$ cat config.mk
export PLATFORM = sky130hd
export DESIGN_NAME = lidar_scan_blend_and_row_check
export DESIGN_NICKNAME = d
export VERILOG_FILES = /design/src/hdl/lsbrc_pkg.sv /design/src/hdl/lsbrc_cfg_regs.sv /design/src/hdl/lsbrc_blend.sv /design/src/hdl/lsbrc_scan_track.sv /design/src/hdl/lidar_scan_blend_and_row_check.sv
export SDC_FILE = /design/constraint.sdc
export NUM_CORES = 1
export LEC_CHECK = 0
export ABC_CLOCK_PERIOD_IN_PS = 8600
export BUFFER_PORTS_ARGS = -buffer_cell sky130_fd_sc_hd__buf_2
export CORE_MARGIN = 5
export CORE_UTILIZATION = 45
export CTS_CLUSTER_DIAMETER = 50
export DETAILED_ROUTE_END_ITERATION = 8
export PLACE_DENSITY = 0.69
export SLEW_MARGIN = 0
export SYNTH_ARGS = -nofsm -noshare
export SYNTH_HDL_FRONTEND = slang
export SYNTH_SLANG_ARGS = --single-unit
$ cat constraint.sdc
create_clock -name clk -period 8.6 [get_ports clk]
set_clock_uncertainty 0.15 [all_clocks]
set_input_delay 0.43 -clock clk [delete_from_list [all_inputs] [get_ports clk]]
set_output_delay 0.43 -clock clk [all_outputs]
set_load 0.01 [all_outputs]
$ cat src/hdl/lsbrc_pkg.sv
// ----------------------------------------------------------------------------
// lsbrc_pkg
// types, register codes, reset values and row decision for the scan blender
// ----------------------------------------------------------------------------
package lsbrc_pkg;

  localparam int CFG_IDX_W  = 4;
  localparam int CFG_DATA_W = 16;
  localparam int HIT_W      = 11;

  localparam logic [HIT_W-1:0] HIT_MAX = {HIT_W{1'b1}};

  localparam logic [CFG_IDX_W-1:0] CFG_BLEND_MIN    = 4'd0;
  localparam logic [CFG_IDX_W-1:0] CFG_FALLBACK_MIN = 4'd1;
  localparam logic [CFG_IDX_W-1:0] CFG_COLL_RADIUS  = 4'd2;
  localparam logic [CFG_IDX_W-1:0] CFG_ROW_RANGE    = 4'd3;
  localparam logic [CFG_IDX_W-1:0] CFG_RIGHT_START  = 4'd4;
  localparam logic [CFG_IDX_W-1:0] CFG_LEFT_START   = 4'd5;
  localparam logic [CFG_IDX_W-1:0] CFG_WIN_SPAN     = 4'd6;
  localparam logic [CFG_IDX_W-1:0] CFG_HIT_THRESH   = 4'd7;

  localparam logic [7:0]  RST_BLEND_MIN    = 8'd10;
  localparam logic [7:0]  RST_FALLBACK_MIN = 8'd5;
  localparam logic [15:0] RST_COLL_RADIUS  = 16'd2000;
  localparam logic [15:0] RST_ROW_RANGE    = 16'd3000;
  localparam logic [14:0] RST_RIGHT_START  = 15'd5760;
  localparam logic [14:0] RST_LEFT_START   = 15'd17280;
  localparam logic [14:0] RST_WIN_SPAN     = 15'd1920;
  localparam logic [10:0] RST_HIT_THRESH   = 11'd5;

  localparam logic [2:0] ROW_BOTH  = 3'd0;
  localparam logic [2:0] ROW_LEFT  = 3'd1;
  localparam logic [2:0] ROW_RIGHT = 3'd2;
  localparam logic [2:0] ROW_NONE  = 3'd3;
  localparam logic [2:0] ROW_UNDET = 3'd4;

  typedef struct packed {
    logic [15:0] distance_a;
    logic [7:0]  quality_a;
    logic [14:0] angle_a;
    logic [31:0] stamp_a;
    logic        valid_a;
    logic [15:0] distance_b;
    logic [7:0]  quality_b;
    logic [14:0] angle_b;
    logic [31:0] stamp_b;
    logic        valid_b;
    logic        final_point;
  } in_item_t;

  typedef struct packed {
    logic [15:0] out_distance;
    logic [7:0]  out_quality;
    logic [14:0] out_angle;
    logic [31:0] out_stamp;
    logic        out_valid;
    logic        scan_done;
    logic        collision;
    logic [2:0]  row_status;
  } out_item_t;

  typedef struct packed {
    logic [15:0] distance;
    logic [7:0]  quality;
    logic [14:0] angle;
    logic [31:0] stamp;
    logic        valid;
  } point_t;

  typedef struct packed {
    logic [7:0]  blend_min_quality;
    logic [7:0]  fallback_min_quality;
    logic [15:0] collision_radius;
    logic [15:0] row_range_limit;
    logic [14:0] right_window_start;
    logic [14:0] left_window_start;
    logic [14:0] window_span;
    logic [10:0] hit_threshold;
  } cfg_t;

  typedef struct packed {
    logic       collision;
    logic [2:0] row_status;
  } summary_t;

  function automatic logic [2:0] row_decision(input logic [HIT_W-1:0] r,
                                              input logic [HIT_W-1:0] l,
                                              input logic [HIT_W-1:0] t);
    logic [2:0] res;
    if (r >= t && l >= t) begin
      res = ROW_BOTH;
    end else if (r < t && l > t) begin
      res = ROW_LEFT;
    end else if (r > t && l < t) begin
      res = ROW_RIGHT;
    end else if (r < t && l < t) begin
      res = ROW_NONE;
    end else begin
      res = ROW_UNDET;
    end
    return res;
  endfunction

endpackage

$ cat src/hdl/lsbrc_cfg_regs.sv
// ----------------------------------------------------------------------------
// lsbrc_cfg_regs
// configuration register file, one register per index, writes past the list ignored
// ----------------------------------------------------------------------------
module lsbrc_cfg_regs (
  input  logic                                clk,
  input  logic                                rst_n,
  input  logic                                wr_en,
  input  logic [lsbrc_pkg::CFG_IDX_W-1:0]     wr_index,
  input  logic [lsbrc_pkg::CFG_DATA_W-1:0]    wr_data,
  output lsbrc_pkg::cfg_t                     cfg
);
  import lsbrc_pkg::*;

  cfg_t cfg_r;
  cfg_t cfg_nxt;

  always_comb begin
    cfg_nxt = cfg_r;
    if (wr_en) begin
      case (wr_index)
        CFG_BLEND_MIN:    cfg_nxt.blend_min_quality    = wr_data[7:0];
        CFG_FALLBACK_MIN: cfg_nxt.fallback_min_quality = wr_data[7:0];
        CFG_COLL_RADIUS:  cfg_nxt.collision_radius     = wr_data;
        CFG_ROW_RANGE:    cfg_nxt.row_range_limit      = wr_data;
        CFG_RIGHT_START:  cfg_nxt.right_window_start   = wr_data[14:0];
        CFG_LEFT_START:   cfg_nxt.left_window_start    = wr_data[14:0];
        CFG_WIN_SPAN:     cfg_nxt.window_span          = wr_data[14:0];
        CFG_HIT_THRESH:   cfg_nxt.hit_threshold        = wr_data[10:0];
        default: begin
        end
      endcase
    end
  end

  always_ff @(posedge clk) begin
    if (!rst_n) begin
      cfg_r.blend_min_quality    <= RST_BLEND_MIN;
      cfg_r.fallback_min_quality <= RST_FALLBACK_MIN;
      cfg_r.collision_radius     <= RST_COLL_RADIUS;
      cfg_r.row_range_limit      <= RST_ROW_RANGE;
      cfg_r.right_window_start   <= RST_RIGHT_START;
      cfg_r.left_window_start    <= RST_LEFT_START;
      cfg_r.window_span          <= RST_WIN_SPAN;
      cfg_r.hit_threshold        <= RST_HIT_THRESH;
    end else begin
      cfg_r <= cfg_nxt;
    end
  end

  assign cfg = cfg_r;

endmodule

$ cat src/hdl/lsbrc_blend.sv
// ----------------------------------------------------------------------------
// lsbrc_blend
// picks or averages the two scan points by quality
// ----------------------------------------------------------------------------
module lsbrc_blend (
  input  lsbrc_pkg::in_item_t item,
  input  lsbrc_pkg::cfg_t     cfg,
  output lsbrc_pkg::point_t   pt
);
  import lsbrc_pkg::*;

  logic [16:0] sum_dist;
  logic [8:0]  sum_qual;
  logic [15:0] sum_angle;
  logic [32:0] sum_stamp;

  assign sum_dist  = {1'b0, item.distance_a} + {1'b0, item.distance_b};
  assign sum_qual  = {1'b0, item.quality_a}  + {1'b0, item.quality_b};
  assign sum_angle = {1'b0, item.angle_a}    + {1'b0, item.angle_b};
  assign sum_stamp = {1'b0, item.stamp_a}    + {1'b0, item.stamp_b};

  always_comb begin
    if (item.quality_a > cfg.blend_min_quality && item.quality_b > cfg.blend_min_quality) begin
      pt.distance = sum_dist[16:1];
      pt.quality  = sum_qual[8:1];
      pt.angle    = sum_angle[15:1];
      pt.stamp    = sum_stamp[32:1];
      pt.valid    = 1'b1;
    end else if (item.quality_a > cfg.fallback_min_quality) begin
      pt.distance = item.distance_a;
      pt.quality  = item.quality_a;
      pt.angle    = item.angle_a;
      pt.stamp    = item.stamp_a;
      pt.valid    = item.valid_a;
    end else if (item.quality_b > cfg.fallback_min_quality) begin
      pt.distance = item.distance_b;
      pt.quality  = item.quality_b;
      pt.angle    = item.angle_b;
      pt.stamp    = item.stamp_b;
      pt.valid    = item.valid_b;
    end else begin
      pt.distance = item.distance_a;
      pt.quality  = item.quality_a;
      pt.angle    = item.angle_a;
      pt.stamp    = item.stamp_a;
      pt.valid    = 1'b0;
    end
  end

endmodule

$ cat src/hdl/lsbrc_scan_track.sv
// ----------------------------------------------------------------------------
// lsbrc_scan_track
// per-scan collision flag and row hit counters, summary on the last point
// ----------------------------------------------------------------------------
module lsbrc_scan_track (
  input  logic                  clk,
  input  logic                  rst_n,
  input  logic                  upd,
  input  logic                  fin,
  input  lsbrc_pkg::point_t     pt,
  input  lsbrc_pkg::cfg_t       cfg,
  output lsbrc_pkg::summary_t   summary
);
  import lsbrc_pkg::*;

  logic [HIT_W-1:0] right_hits_r, right_hits_nxt;
  logic [HIT_W-1:0] left_hits_r, left_hits_nxt;
  logic             coll_r, coll_nxt;
  logic [HIT_W-1:0] right_cnt, left_cnt;
  logic             coll_cur;
  logic             hit_ok;
  logic             in_right, in_left;
  logic [15:0]      right_end, left_end;

  assign right_end = {1'b0, cfg.right_window_start} + {1'b0, cfg.window_span};
  assign left_end  = {1'b0, cfg.left_window_start} + {1'b0, cfg.window_span};

  assign in_right = (pt.angle > cfg.right_window_start) && ({1'b0, pt.angle} < right_end);
  assign in_left  = (pt.angle > cfg.left_window_start) && ({1'b0, pt.angle} < left_end);
  assign hit_ok   = (pt.quality > cfg.fallback_min_quality) &&
                    (pt.distance < cfg.row_range_limit);

  assign right_cnt = (hit_ok && in_right && right_hits_r != HIT_MAX) ?
                     right_hits_r + 1'b1 : right_hits_r;
  assign left_cnt  = (hit_ok && in_left && left_hits_r != HIT_MAX) ?
                     left_hits_r + 1'b1 : left_hits_r;
  assign coll_cur  = coll_r | (pt.valid && pt.distance < cfg.collision_radius);

  always_comb begin
    right_hits_nxt = right_hits_r;
    left_hits_nxt  = left_hits_r;
    coll_nxt       = coll_r;
    if (upd) begin
      if (fin) begin
        right_hits_nxt = '0;
        left_hits_nxt  = '0;
        coll_nxt       = 1'b0;
      end else begin
        right_hits_nxt = right_cnt;
        left_hits_nxt  = left_cnt;
        coll_nxt       = coll_cur;
      end
    end
  end

  always_ff @(posedge clk) begin
    if (!rst_n) begin
      right_hits_r <= '0;
      left_hits_r  <= '0;
      coll_r       <= 1'b0;
    end else begin
      right_hits_r <= right_hits_nxt;
      left_hits_r  <= left_hits_nxt;
      coll_r       <= coll_nxt;
    end
  end

  always_comb begin
    if (fin) begin
      summary.collision  = coll_cur;
      summary.row_status = row_decision(right_cnt, left_cnt, cfg.hit_threshold);
    end else begin
      summary.collision  = 1'b0;
      summary.row_status = ROW_BOTH;
    end
  end

endmodule

$ cat src/hdl/lidar_scan_blend_and_row_check.sv
// ----------------------------------------------------------------------------
// lidar_scan_blend_and_row_check
// Blends matching points of two lidar scans and checks for crop rows.
// Input channel: in_valid / in_stall / in_data, one point pair per beat,
// taken when in_valid is high and in_stall low.
// Output channel: out_valid / out_stall / out_data, one blended point per
// beat, with the scan summary on the beat of the last point.
// Configuration: cfg_valid / cfg_ready / cfg_index / cfg_data; cfg_ready is
// always high, so the sender must write only while no beat is in flight;
// the block itself does not enforce this. An input beat goes into the input
// register, then through blend and tracking logic into the output register.
// Throughput: 1 point per cycle, sustained with no downstream stall.
// When out_stall holds the output register, the input register still takes
// one more beat, then in_stall rises until the output moves on.
// Reset (rst_n, synchronous) empties both registers, clears the scan
// counters and the collision flag, and loads the register defaults.
// ----------------------------------------------------------------------------
module lidar_scan_blend_and_row_check (
  input  logic                             clk,
  input  logic                             rst_n,
  input  logic                             in_valid,
  output logic                             in_stall,
  input  lsbrc_pkg::in_item_t              in_data,
  output logic                             out_valid,
  input  logic                             out_stall,
  output lsbrc_pkg::out_item_t             out_data,
  input  logic                             cfg_valid,
  output logic                             cfg_ready,
  input  logic [lsbrc_pkg::CFG_IDX_W-1:0]  cfg_index,
  input  logic [lsbrc_pkg::CFG_DATA_W-1:0] cfg_data
);
  import lsbrc_pkg::*;

  cfg_t      cfg;
  in_item_t  s1_item_r;
  logic      s1_vld_r, s1_vld_nxt;
  out_item_t out_item_r, out_item_nxt;
  logic      out_vld_r, out_vld_nxt;
  point_t    pt;
  summary_t  summary;
  logic      accept;
  logic      adv;
  logic      move;

  assign cfg_ready = 1'b1;

  lsbrc_cfg_regs u_cfg (
    .clk      (clk),
    .rst_n    (rst_n),
    .wr_en    (cfg_valid && cfg_ready),
    .wr_index (cfg_index),
    .wr_data  (cfg_data),
    .cfg      (cfg)
  );

  assign adv      = !out_vld_r || !out_stall;
  assign move     = s1_vld_r && adv;
  assign in_stall = s1_vld_r && !adv;
  assign accept   = in_valid && !in_stall;

  lsbrc_blend u_blend (
    .item (s1_item_r),
    .cfg  (cfg),
    .pt   (pt)
  );

  lsbrc_scan_track u_track (
    .clk     (clk),
    .rst_n   (rst_n),
    .upd     (move),
    .fin     (s1_item_r.final_point),
    .pt      (pt),
    .cfg     (cfg),
    .summary (summary)
  );

  assign s1_vld_nxt  = accept || (s1_vld_r && !move);
  assign out_vld_nxt = move || (out_vld_r && out_stall);

  always_comb begin
    out_item_nxt.out_distance = pt.distance;
    out_item_nxt.out_quality  = pt.quality;
    out_item_nxt.out_angle    = pt.angle;
    out_item_nxt.out_stamp    = pt.stamp;
    out_item_nxt.out_valid    = pt.valid;
    out_item_nxt.scan_done    = s1_item_r.final_point;
    out_item_nxt.collision    = summary.collision;
    out_item_nxt.row_status   = summary.row_status;
  end

  always_ff @(posedge clk) begin
    if (!rst_n) begin
      s1_vld_r  <= 1'b0;
      out_vld_r <= 1'b0;
    end else begin
      s1_vld_r  <= s1_vld_nxt;
      out_vld_r <= out_vld_nxt;
    end
  end

  always_ff @(posedge clk) begin
    if (accept) begin
      s1_item_r <= in_data;
    end
    if (move) begin
      out_item_r <= out_item_nxt;
    end
  end

  assign out_valid = out_vld_r;
  assign out_data  = out_item_r;

endmodule

==> reports/results.tsv, run 1 <==
metric	value	unit
port-buffer-count	248	
grt_pass1_wl	99700	µm
setup.worst_path.end_class	flop	
core.rowCount	80	
hold_depth	3	
final-seq-area	9250	µm²
grt_util_all_layers	23.6	%
crit_type	reg -> reg	
cts_buffers	45	
dr.pass1.iters	5	
arrival	8200	ps
final_common_cell	nand2_1	
synth_area_per_cell	9.84	µm²
cp_slowest_cell	a21boi_0	
cts-resized-gates	0	
drc_errors	0	
dp.cells	2992	
finalCritPeriodShare	92.6	%
hold_path_class	in -> reg	
final-setup-viol-count	0	
total_power	4.81	mW
start_util	45.2	%
syn_to_final_growth	23.1	%
power_density	183	nW/µm²
grt_pass1_vias	18400	
cts_tree	done	
ys_seq_elements	351	
clock_sinks	351	
place.gp.congestion	0.970	
synthDistinctLibCells	70	
clk_latency	580	ps
internal_power	3.41	mW
cts_buffer_depth	3	
cts_max_level	2	
synth.cell_area	21400	µm²
finalCriticalPeriod	7960	ps
wire_per_inst	19.8	µm
multi_input_area	11400	µm²
design.die.area	52000	µm²
use_met1	29.3	%
drive_gt1_share	14.9	%
vias	18200	
antenna_found_initial	4	
nFillCells	4049	
tightest_slew	1180	ps
path_clk_slew	60	ps
die_width	228	µm
drt_iter0_drc	1201	
fp.coreArea	47300	µm²
ir_drop	157	µV
rr_worst_depth	34	
layout_common_cells	nand2_1 (278), buf_2 (248), ha_1 (247)	
synth_nets	2598	
dp_hpwl	45400	µm
grt-busiest-layer	met2	
io_pins	250	
p_clk_share	38.4	%
fin_nets	2995	
reg2reg_slack	640	ps
synth_edf_count	222	
critPathMaxStageDelay	440	ps
synth_top_area_share	31.2	%
ys_seq_area_share	43.2	%
fin_cells	3226	
vias_per_cell	5.65	
critPathMaxFanout	4	
tns	0	ps
antenna_left	0	
switching_share	29.2	%
crit_required	8840	ps
synth.area.top_cells	edfxtp_1 (31%), ha_1 (14%), dfxtp_1 (12%)	
rsz0062_at_grt	false	
critical_path.startpoint_type	flop	
grt.overflow.total	0	
outcome	finished clean	
max_cap_viol_count	0	
grt_max_degree	146	
yosysWarnings	0	
slew_headroom	20.4	%
fmax	126	MHz
p_seq_share	40.5	%
ys_async_sr_fraction	0	%
yosys.area.top_type	edfxtp_1	
routed_wl	63800	µm
leakage	10.9	nW
die_y	228	µm
use_met3	4.44	%
ys.flop_type	edfxtp_1	
post_cts_buffers	0	
pwr-share-comb	21.1	%
cts_root_buf	clkbuf_16	
synthCells	2175	
hold_viol	0	
cpMostUsedCell	a21oi_1	
p_switching	1.41	mW
met2_usage	40.6	%
slew_viol_final	0	
## layout make-up
| class | count | share of cell area [%] |
|---|---|---|
| inverters | 140 | 2.01 |
| clock inverters | 30 | 1.06 |
| clock buffers | 53 | 4.47 |
| flip-flops and latches | 351 | 35.1 |
| well taps | 615 | 2.92 |
| diodes | 3 | 0.0285 |
| repair buffers | 424 | 11.2 |
| multi-input cells | 1610 | 43.2 |
## flip-flops by register name, summed over array words and instances (netlist names)
| signal | flops |
|---|---|
| u_track.right_hits_r | 11 |
| u_cfg.cfg | 104 |
| u_track.coll_r | 1 |
| out_item_nxt | 1 |
| out_valid | 1 |
| s1_item_r | 144 |
| out_data | 77 |
| s1_vld_r | 1 |
| u_track.left_hits_r | 11 |
## worst max-delay path: cells and delay by family, from the launching register on
family          cells  cell delay (ps)
compound gates     21             4330
simple gates        8             1490
fa+ha+maj           3              990
flops               1              420
mux                 1              290
xor+xnor            1              100
## through the flow
| stage | hold slack [ps] | instance area, µm² | util, % | setup slack, ps |
|---|---|---|---|---|
| after global placement | 293 | 23400 | 49.4 | 972 |
| after CTS | 4.40 | 26300 | 55.6 | 664 |
| after detailed placement | 300 | 23400 | 49.4 | 713 |
| after floorplan | 282 | 21400 | - | 762 |
| final | 24.2 | 26300 | 55.6 | 640 |
| after global routing | 37.1 | 26300 | 55.6 | 77.0 |
## power by group through the flow
stage               logic, mW  clock network, mW  registers (mW)
finish                   1.01               1.85            1.95
global route             1.12               1.95            1.96
CTS                     0.998               1.88            1.95
detailed placement      0.937                  0            1.98
global placement        0.911                  0            1.98
floorplan               0.609                  0            1.99
## cell usage after synthesis (all sizes together), types with 8 or more instances
| cell | count |
|---|---|
| a211oi | 18 |
| a21o | 50 |
| a21oi | 172 |
| a221oi | 9 |
| a31oi | 15 |
| and2 | 9 |
| and3 | 21 |
| and4 | 8 |
| buf | 13 |
| clkbuf | 61 |
| dfxtp | 129 |
| edfxtp | 222 |
| ha | 247 |
| inv | 140 |
| mux2 | 19 |
| mux2i | 68 |
| nand2 | 278 |
| nand2b | 14 |
| nand3 | 44 |
| nand3b | 10 |
| nand4 | 34 |
| nor2 | 97 |
| nor2b | 30 |
| nor3 | 35 |
| nor3b | 10 |
| o211ai | 35 |
| o21a | 21 |
| o21ai | 132 |
| o21bai | 15 |
| o31ai | 11 |
| or3 | 15 |
| xnor2 | 54 |
| xor2 | 39 |
## worst paths after layout
path            startpoint       endpoint
max          s1_item_r[57]    out_data[0]
min reg2reg  u_cfg.cfg[77]  u_cfg.cfg[77]
min           cfg_data[14]  u_cfg.cfg[70]
max reg2reg  s1_item_r[57]    out_data[0]
## per-layer routing
| metal | routed length, µm | part of all wire [%] | vias to the layer above |
|---|---|---|---|
| met4 | 2700 | 4.2 | 0 |
| li1 | - | - | 8777 |
| met1 | 26500 | 41 | 8630 |
| met5 | 0 | 0 | - |
| met2 | 30100 | 47 | 667 |
| met3 | 4570 | 7.2 | 144 |
## timing repair
item / CTS / global route
setup endpoints to repair: 0 / 0
hold buffers: 148 / 0
hold endpoints to repair: 149 / 0
## cell families after synthesis
family | share of synthesized area [%]
AOI/OAI and AO/OA | 16.2
xor gates and xnor gates | 3.81
adders and majority gates | 15.0
buffers and inverters | 3.80
DFF | 43.2
muxes | 4.18
other | 0.0175
and+or+nand+nor | 13.8
Power figures use the tool's default switching activity.
==> run 2: changes to the inputs <==
ABC_CLOCK_PERIOD_IN_PS = 7370   (was 8600)
CORE_UTILIZATION = 50   (was 45)
PLACE_DENSITY = 0.75   (was 0.69)
clock period = 7.37 ns   (was 8.6 ns; I/O delays follow)
==> run 2 against run 1 <==
Net effect:
- global-route usage up 3.5 points
- utilization up 8.6 points
- highest routed layer unchanged
- power is 21% higher
- clock-buffer cell count rose by 7
- critical path depth shrank 1
- sequential share of layout area is 0.93 points lower
- flip-flop and latch count stayed put
- combinational power rose by 27%
- wire length grew 3.3%
==> reports/results.tsv, run 2 (synthesis results as in run 1) <==
metric	value	unit	change
tightest_slew	1130	ps	-49.3 ps
grt_pass1_vias	18800		+1.9%
largest_register	s1_item_r		
drc_errors	0		unchanged
antenna_left	0		unchanged
largest_reg_flops	144		unchanged
cp_slowest_cell	o41a_1		
grt_pass1_wl	102000	µm	+2.3%
cts_root_buf	clkbuf_16		
clock_sinks	351		unchanged
cts_max_level	2		unchanged
max_cap_viol_count	0		unchanged
final_common_cell	nand2_1		
nFillCells	3234		-20%
crit_required	7540	ps	-1300 ps
layout_common_cells	nand2_1 (278), buf_2 (248), ha_1 (246)		
crit_type	reg -> reg		
final-setup-viol-count	0		unchanged
finalCriticalPeriod	7290	ps	-675 ps
wire_per_inst	20.5	µm	+3.8%
drive_gt1_share	17.9	%	+3.0 points
grt.overflow.total	0		unchanged
vias	18600		+2.1%
hold_path_class	in -> reg		
fin_cells	3211		-0.46%
ir_drop	220	µV	+40%
hold_viol	0		unchanged
antenna_cells	0		-3
design.die.area	47000	µm²	-9.6%
grt_max_degree	146		unchanged
grt_util_all_layers	27.1	%	+3.5 points
arrival	7460	ps	-740 ps
setup_ws	84.3	ps	-555 ps
finalCritPeriodShare	98.9	%	+6.3 points
vias_per_cell	5.79		+2.5%
antenna_found_initial	0		-4
dp_hpwl	46600	µm	+2.6%
critical_path.startpoint_type	flop		
fmax	137	MHz	+9.3%
drt_iter0_drc	1299		+8.2%
port-buffer-count	248		unchanged
cts_tree	done		
syn_to_final_growth	26.4	%	
reg2reg_slack	80	ps	-560 ps
setup.worst_path.end_class	flop		
routed_wl	66000	µm	+3.3%
fp.coreArea	42100	µm²	-11%
rsz0062_at_grt	true		
pre_cts_slack	-336	ps	-1050 ps
power_density	216	nW/µm²	+18%
die_width	217	µm	-4.9%
slew_headroom	24.5	%	+4.1 points
cpMostUsedCell	o21a_1		
cts_buffers	46		+2.2%
clk_latency	590	ps	about the same
slew_viol_final	0		unchanged
critPathMaxFanout	3		-1
dr.pass1.iters	5		unchanged
core.rowCount	75		-6.3%
outcome	finished clean		
final-seq-area	9250	µm²	unchanged
path_clk_slew	60	ps	about the same
hold_ws	31.2	ps	+7.08 ps
io_pins	250		unchanged
multi_input_area	11500	µm²	+1.5%
start_util	50.8	%	+5.6 points
dp.cells	2958		-1.1%
fin_nets	3057		+2.1%
leakage	11.4	nW	+3.8%
die_y	217	µm	-4.9%
cts_buffer_depth	3		unchanged
place.gp.congestion	0.916		-5.5%
critPathMaxStageDelay	470	ps	+30 ps
==> run 2: cell types whose count changed in the layout (fill, tap and decap cells not counted), sizes merged <==
cell	delta
buf	+52
bufinv	-1
clkbuf	+7
clkinv	-3
clkinvlp	-4
diode	-3
dlygate4sd3	+9
inv	+4
==> run 2: final timing paths <==
kind / cells after the start / to / startpoint
setup / recovery: 33 / out_data[2] / s1_item_r[107]
hold reg to reg: 2 / u_cfg.cfg[83] / u_cfg.cfg[83]
hold / removal: 3 / u_cfg.cfg[77] / cfg_data[5]
setup reg to reg: 33 / out_data[2] / s1_item_r[107]
==> run 2: critical path, delay by kind of cell (launching register included) <==
kind / cells / cell delay (ps)
AO/OA/AOI/OAI: 20 / 3750
AND/OR/NAND/NOR: 7 / 1310
adder cells (fa/ha/maj): 3 / 890
flip-flops: 1 / 430
buffers and inverters: 2 / 340
XOR/XNOR: 1 / 140
==> run 2: stage by stage <==
step           utilization [%]  cell area [µm²]  power [mW]  setup TNS [ps]
2_1_floorplan                -            21400        3.03               0
3_3_place_gp              56.1            23700        3.43               0
3_5_place_dp              56.1            23700        3.46            -827
4_1_cts                   63.7            26800        5.80               0
5_1_grt                   64.2            27000        6.08            -465
6_report                  64.2            27000        5.84               0
==> run 2: area by class of cell <==
cell class | count | area share (%)
inverters | 140 | 1.96
repair buffers | 485 | 12.9
clock inverters | 26 | 0.981
well taps | 539 | 2.49
clock buffers | 60 | 4.80
flip-flops and latches | 351 | 34.2
multi-input cells | 1610 | 42.7
==> run 2: report_power, final <==
part           leakage [nW]  switching [mW]  total, mW  internal (mW)
combinational          7.41           0.723       1.28          0.559
sequential             3.19          0.0570       2.27           2.22
clock                 0.767           0.938       2.28           1.34
total                  11.4            1.72       5.84           4.12
==> run 2: layer usage <==
metal  GRT usage, %  vias to the layer above  wire length, µm
met3           4.86                      140             4750
met5              0                        -                0
met2           47.1                      741            31700
li1               -                     8903                -
met1           34.3                     8811            27300
met4           9.31                        0             2260
==> run 2: repair_timing <==
item                       4_1_cts  5_1_grt
pin swaps                        1       21
hold endpoints to repair       187        0
gates resized for setup         13       37
setup endpoints to repair        3        3
buffers inserted                 1        9
hold buffers                   157        0
==> run 3: changes to the inputs <==
PLACE_DENSITY = 0.74   (was 0.75)
SYNTH_HIERARCHICAL = 1   (was unset)
==> run 3 against run 2 <==
Net effect:
- power decreased by 2.6%
- combinational power decreased by 5%
- final cell count decreased by 1.1%
- sequential power about the same
- flip-flop and latch count unchanged
- worst hold slack improved by 5.7 ps
- wire length decreased by 3.1%
- sequential share of layout area increased by 0.20 points
- utilization decreased by 3.0 points
- clock power decreased by 3%
- critical path depth decreased by 8
- critical endpoint is now out_data[1]
- highest routed layer unchanged
==> reports/results.tsv, run 3 <==
metric	value	unit	change
wire_per_inst	20.1	µm	-2.1%
internal_power	4.01	mW	-2.6%
multi_input_area	11800	µm²	+2.4%
synthCells	2144		-1.4%
clk_latency	580	ps	about the same
crit_type	reg -> reg		
port-buffer-count	248		unchanged
post-synth-top-count-cell	ha_1		
cts_buffer_depth	3		unchanged
synthDistinctLibCells	94		+34%
nFillCells	3594		+11%
drc_errors	0		unchanged
slew_headroom	22.1	%	-2.4 points
hold_depth	3		unchanged
p_seq_share	40.0	%	+1.0 points
synth_nets	2569		-1.1%
finalCriticalPeriod	7010	ps	-280 ps
dr.pass1.iters	6		+1
ys.flop_type	edfxtp_1		
synthMuxAreaShare	6.94	%	+2.8 points
synthAdderAreaFrac	14.8	%	-0.23 points
vias	18200		-2.3%
fin_nets	2971		-2.8%
hold_viol	0		unchanged
grt_pass1_wl	96900	µm	-5.0%
syn_to_final_growth	22.0	%	
routed_wl	63900	µm	-3.1%
rr_worst_depth	25		-24%
synth_top_family_by_area	compound AO/OA/AOI/OAI gates		
vias_per_cell	5.72		-1.3%
dp_hpwl	45300	µm	-2.8%
antenna_left	0		unchanged
slew_viol_final	0		unchanged
drive_gt1_share	15.3	%	-2.6 points
post_cts_buffers	0		-1
synth_compound_area_share	15.7	%	-0.52 points
yosys.area.top_type	edfxtp_1		
drt_iter0_drc	1554		+20%
ys_seq_elements	351		unchanged
fp.coreArea	43900	µm²	+4.3%
die_y	220	µm	+1.4%
crit_required	7560	ps	+20 ps
p_switching	1.67	mW	-2.6%
pwr-share-comb	21.2	%	-0.8 points
cts_tree	done		
yosys.area_share.simple	12.3	%	-1.5 points
largest_reg_flops	144		unchanged
synth_edf_count	222		unchanged
final_common_cell	ha_1		
critical_path.startpoint_type	flop		
finalCritPeriodShare	95.1	%	-3.8 points
setup.worst_path.end_class	flop		
cts_max_level	2		unchanged
utilization	61.2	%	-3.0 points
ys_async_sr_fraction	0	%	unchanged
cts_root_buf	clkbuf_16		
synth.cell_area	22000	µm²	+3.0%
rsz0062_at_grt	false		
synth_top_area_share	30.3	%	-0.91 points
ys_seq_area_share	42.0	%	-1.3 points
core.rowCount	77		+2.7%
grt_max_degree	146		unchanged
grt_util_all_layers	25.4	%	-1.7 points
leakage	11.6	nW	+1.9%
io_pins	250		unchanged
p_clk_share	38.8	%	-0.3 points
synth.area.top_cells	edfxtp_1 (30%), ha_1 (14%), dfxtp_1 (12%)		
synth_area_per_cell	10.3	µm²	+4.5%
start_util	50.2	%	-0.62 points
grt_pass1_vias	17900		-4.5%
path_clk_slew	60	ps	about the same
total_power	5.68	mW	-2.6%
hold_path_class	in -> reg		
max_cap_viol_count	0		unchanged
critPathMaxFanout	18		+15
arrival	7190	ps	-270 ps
die_width	220	µm	+1.4%
clock_sinks	351		unchanged
power_density	211	nW/µm²	-2.0%
design.die.area	48400	µm²	+2.9%
final-setup-viol-count	0		unchanged
outcome	finished clean		
layout_common_cells	ha_1 (249), buf_2 (247), edfxtp_1 (222)		
place.gp.congestion	0.922		+0.63%
final-seq-area	9250	µm²	unchanged
yosysWarnings	6		+6
synthXorXnorAreaFrac	3.78	%	-0.031 points
ir_drop	209	µV	-5.0%
antenna_found_initial	3		+3
cts_buffers	46		unchanged
tightest_slew	1160	ps	+31.3 ps
grt.overflow.total	0		unchanged
largest_register	s1_item_r		
fmax	143	MHz	+4.0%
switching_share	29.4	%	about the same
synthTopCellsByCount	ha_1 (249), edfxtp_1 (222), nand2_1 (218)		
tns	0	ps	unchanged
## run 3: logic make-up (layout without fill, tap and decap cells)
group / after synthesis / count (layout)
flops: 351 / 351
fa+ha+maj: 257 / 257
buf+inv: 216 / 653
compound gates: 527 / 527
xor+xnor: 95 / 95
mux: 151 / 151
other cells: 1 / 5
simple gates: 546 / 546
## run 3: layout make-up
class	instances	share of cell area, %
Multi-Input combinational cell	1577	44.0
Sequential cell	351	34.4
Inverter	138	1.93
Antenna cell	4	0.0372
Clock buffer	58	4.68
Clock inverter	25	0.856
Tap cell	592	2.75
Timing Repair Buffer	432	11.4
## run 3: per-stage QoR
stage / instances / instance area (µm²) / hold WS [ps] / setup slack (ps)
after CTS: 3173 / 26900 / 7.99 / 339
final: 3177 / 26900 / 36.9 / 365
after detailed placement: 2927 / 23700 / 300 / 389
after floorplan: 2144 / 22000 / 284 / 915
after global placement: 2927 / 23700 / 293 / 535
after global routing: 3176 / 26900 / 32.2 / 5.07
## run 3: final timing paths
check / slack, ps / from / endpoint
max: 360 / s1_item_r[57] / out_data[1]
min: 40 / cfg_data[4] / u_cfg/cfg[60]
max reg2reg: 360 / s1_item_r[57] / out_data[1]
min reg2reg: 310 / u_cfg/cfg[74] / u_cfg/cfg[74]
## run 3: routing by layer
| layer | part of all wire (%) | vias to the layer above | GRT usage (%) |
|---|---|---|---|
| met5 | 0 | - | 0 |
| met4 | 4.1 | 0 | 10.9 |
| met3 | 6.9 | 173 | 4.56 |
| met2 | 47 | 740 | 42.0 |
| met1 | 42 | 8559 | 32.8 |
| li1 | - | 8695 | - |
## run 3: critical path, cell delays in order (launching register included)
cell	delay, ps
edfxtp_1	400
and2_1	180
fa_1	400
a21o_1	200
a221oi_2	420
o21ai_2	170
o31ai_4	220
a21oi_1	110
a21o_1	240
a2111oi_4	360
nor3_1	160
ha_1	350
nand4_1	130
a21oi_1	90
a2111oi_4	360
o211ai_1	200
a211oi_4	310
and2_1	210
buf_4	240
nand3_1	140
xnor2_1	150
ha_1	300
nand3_1	90
or4_1	590
maj3_1	380
and3_1	180
## run 3: repair_timing
| action | 4_1_cts | 5_1_grt |
|---|---|---|
| setup endpoints to repair | 0 | 3 |
| hold buffers | 163 | 0 |
| hold endpoints to repair | 177 | 0 |
| gates resized for setup | 0 | 5 |
## run 3: power groups by stage
stage / combinational, mW / clock [mW] / sequential (mW)
floorplan: 0.752 / 0 / 2.31
global placement: 1.07 / 0 / 2.31
detailed placement: 1.10 / 0 / 2.31
CTS: 1.18 / 2.24 / 2.27
global route: 1.32 / 2.34 / 2.28
finish: 1.21 / 2.21 / 2.27
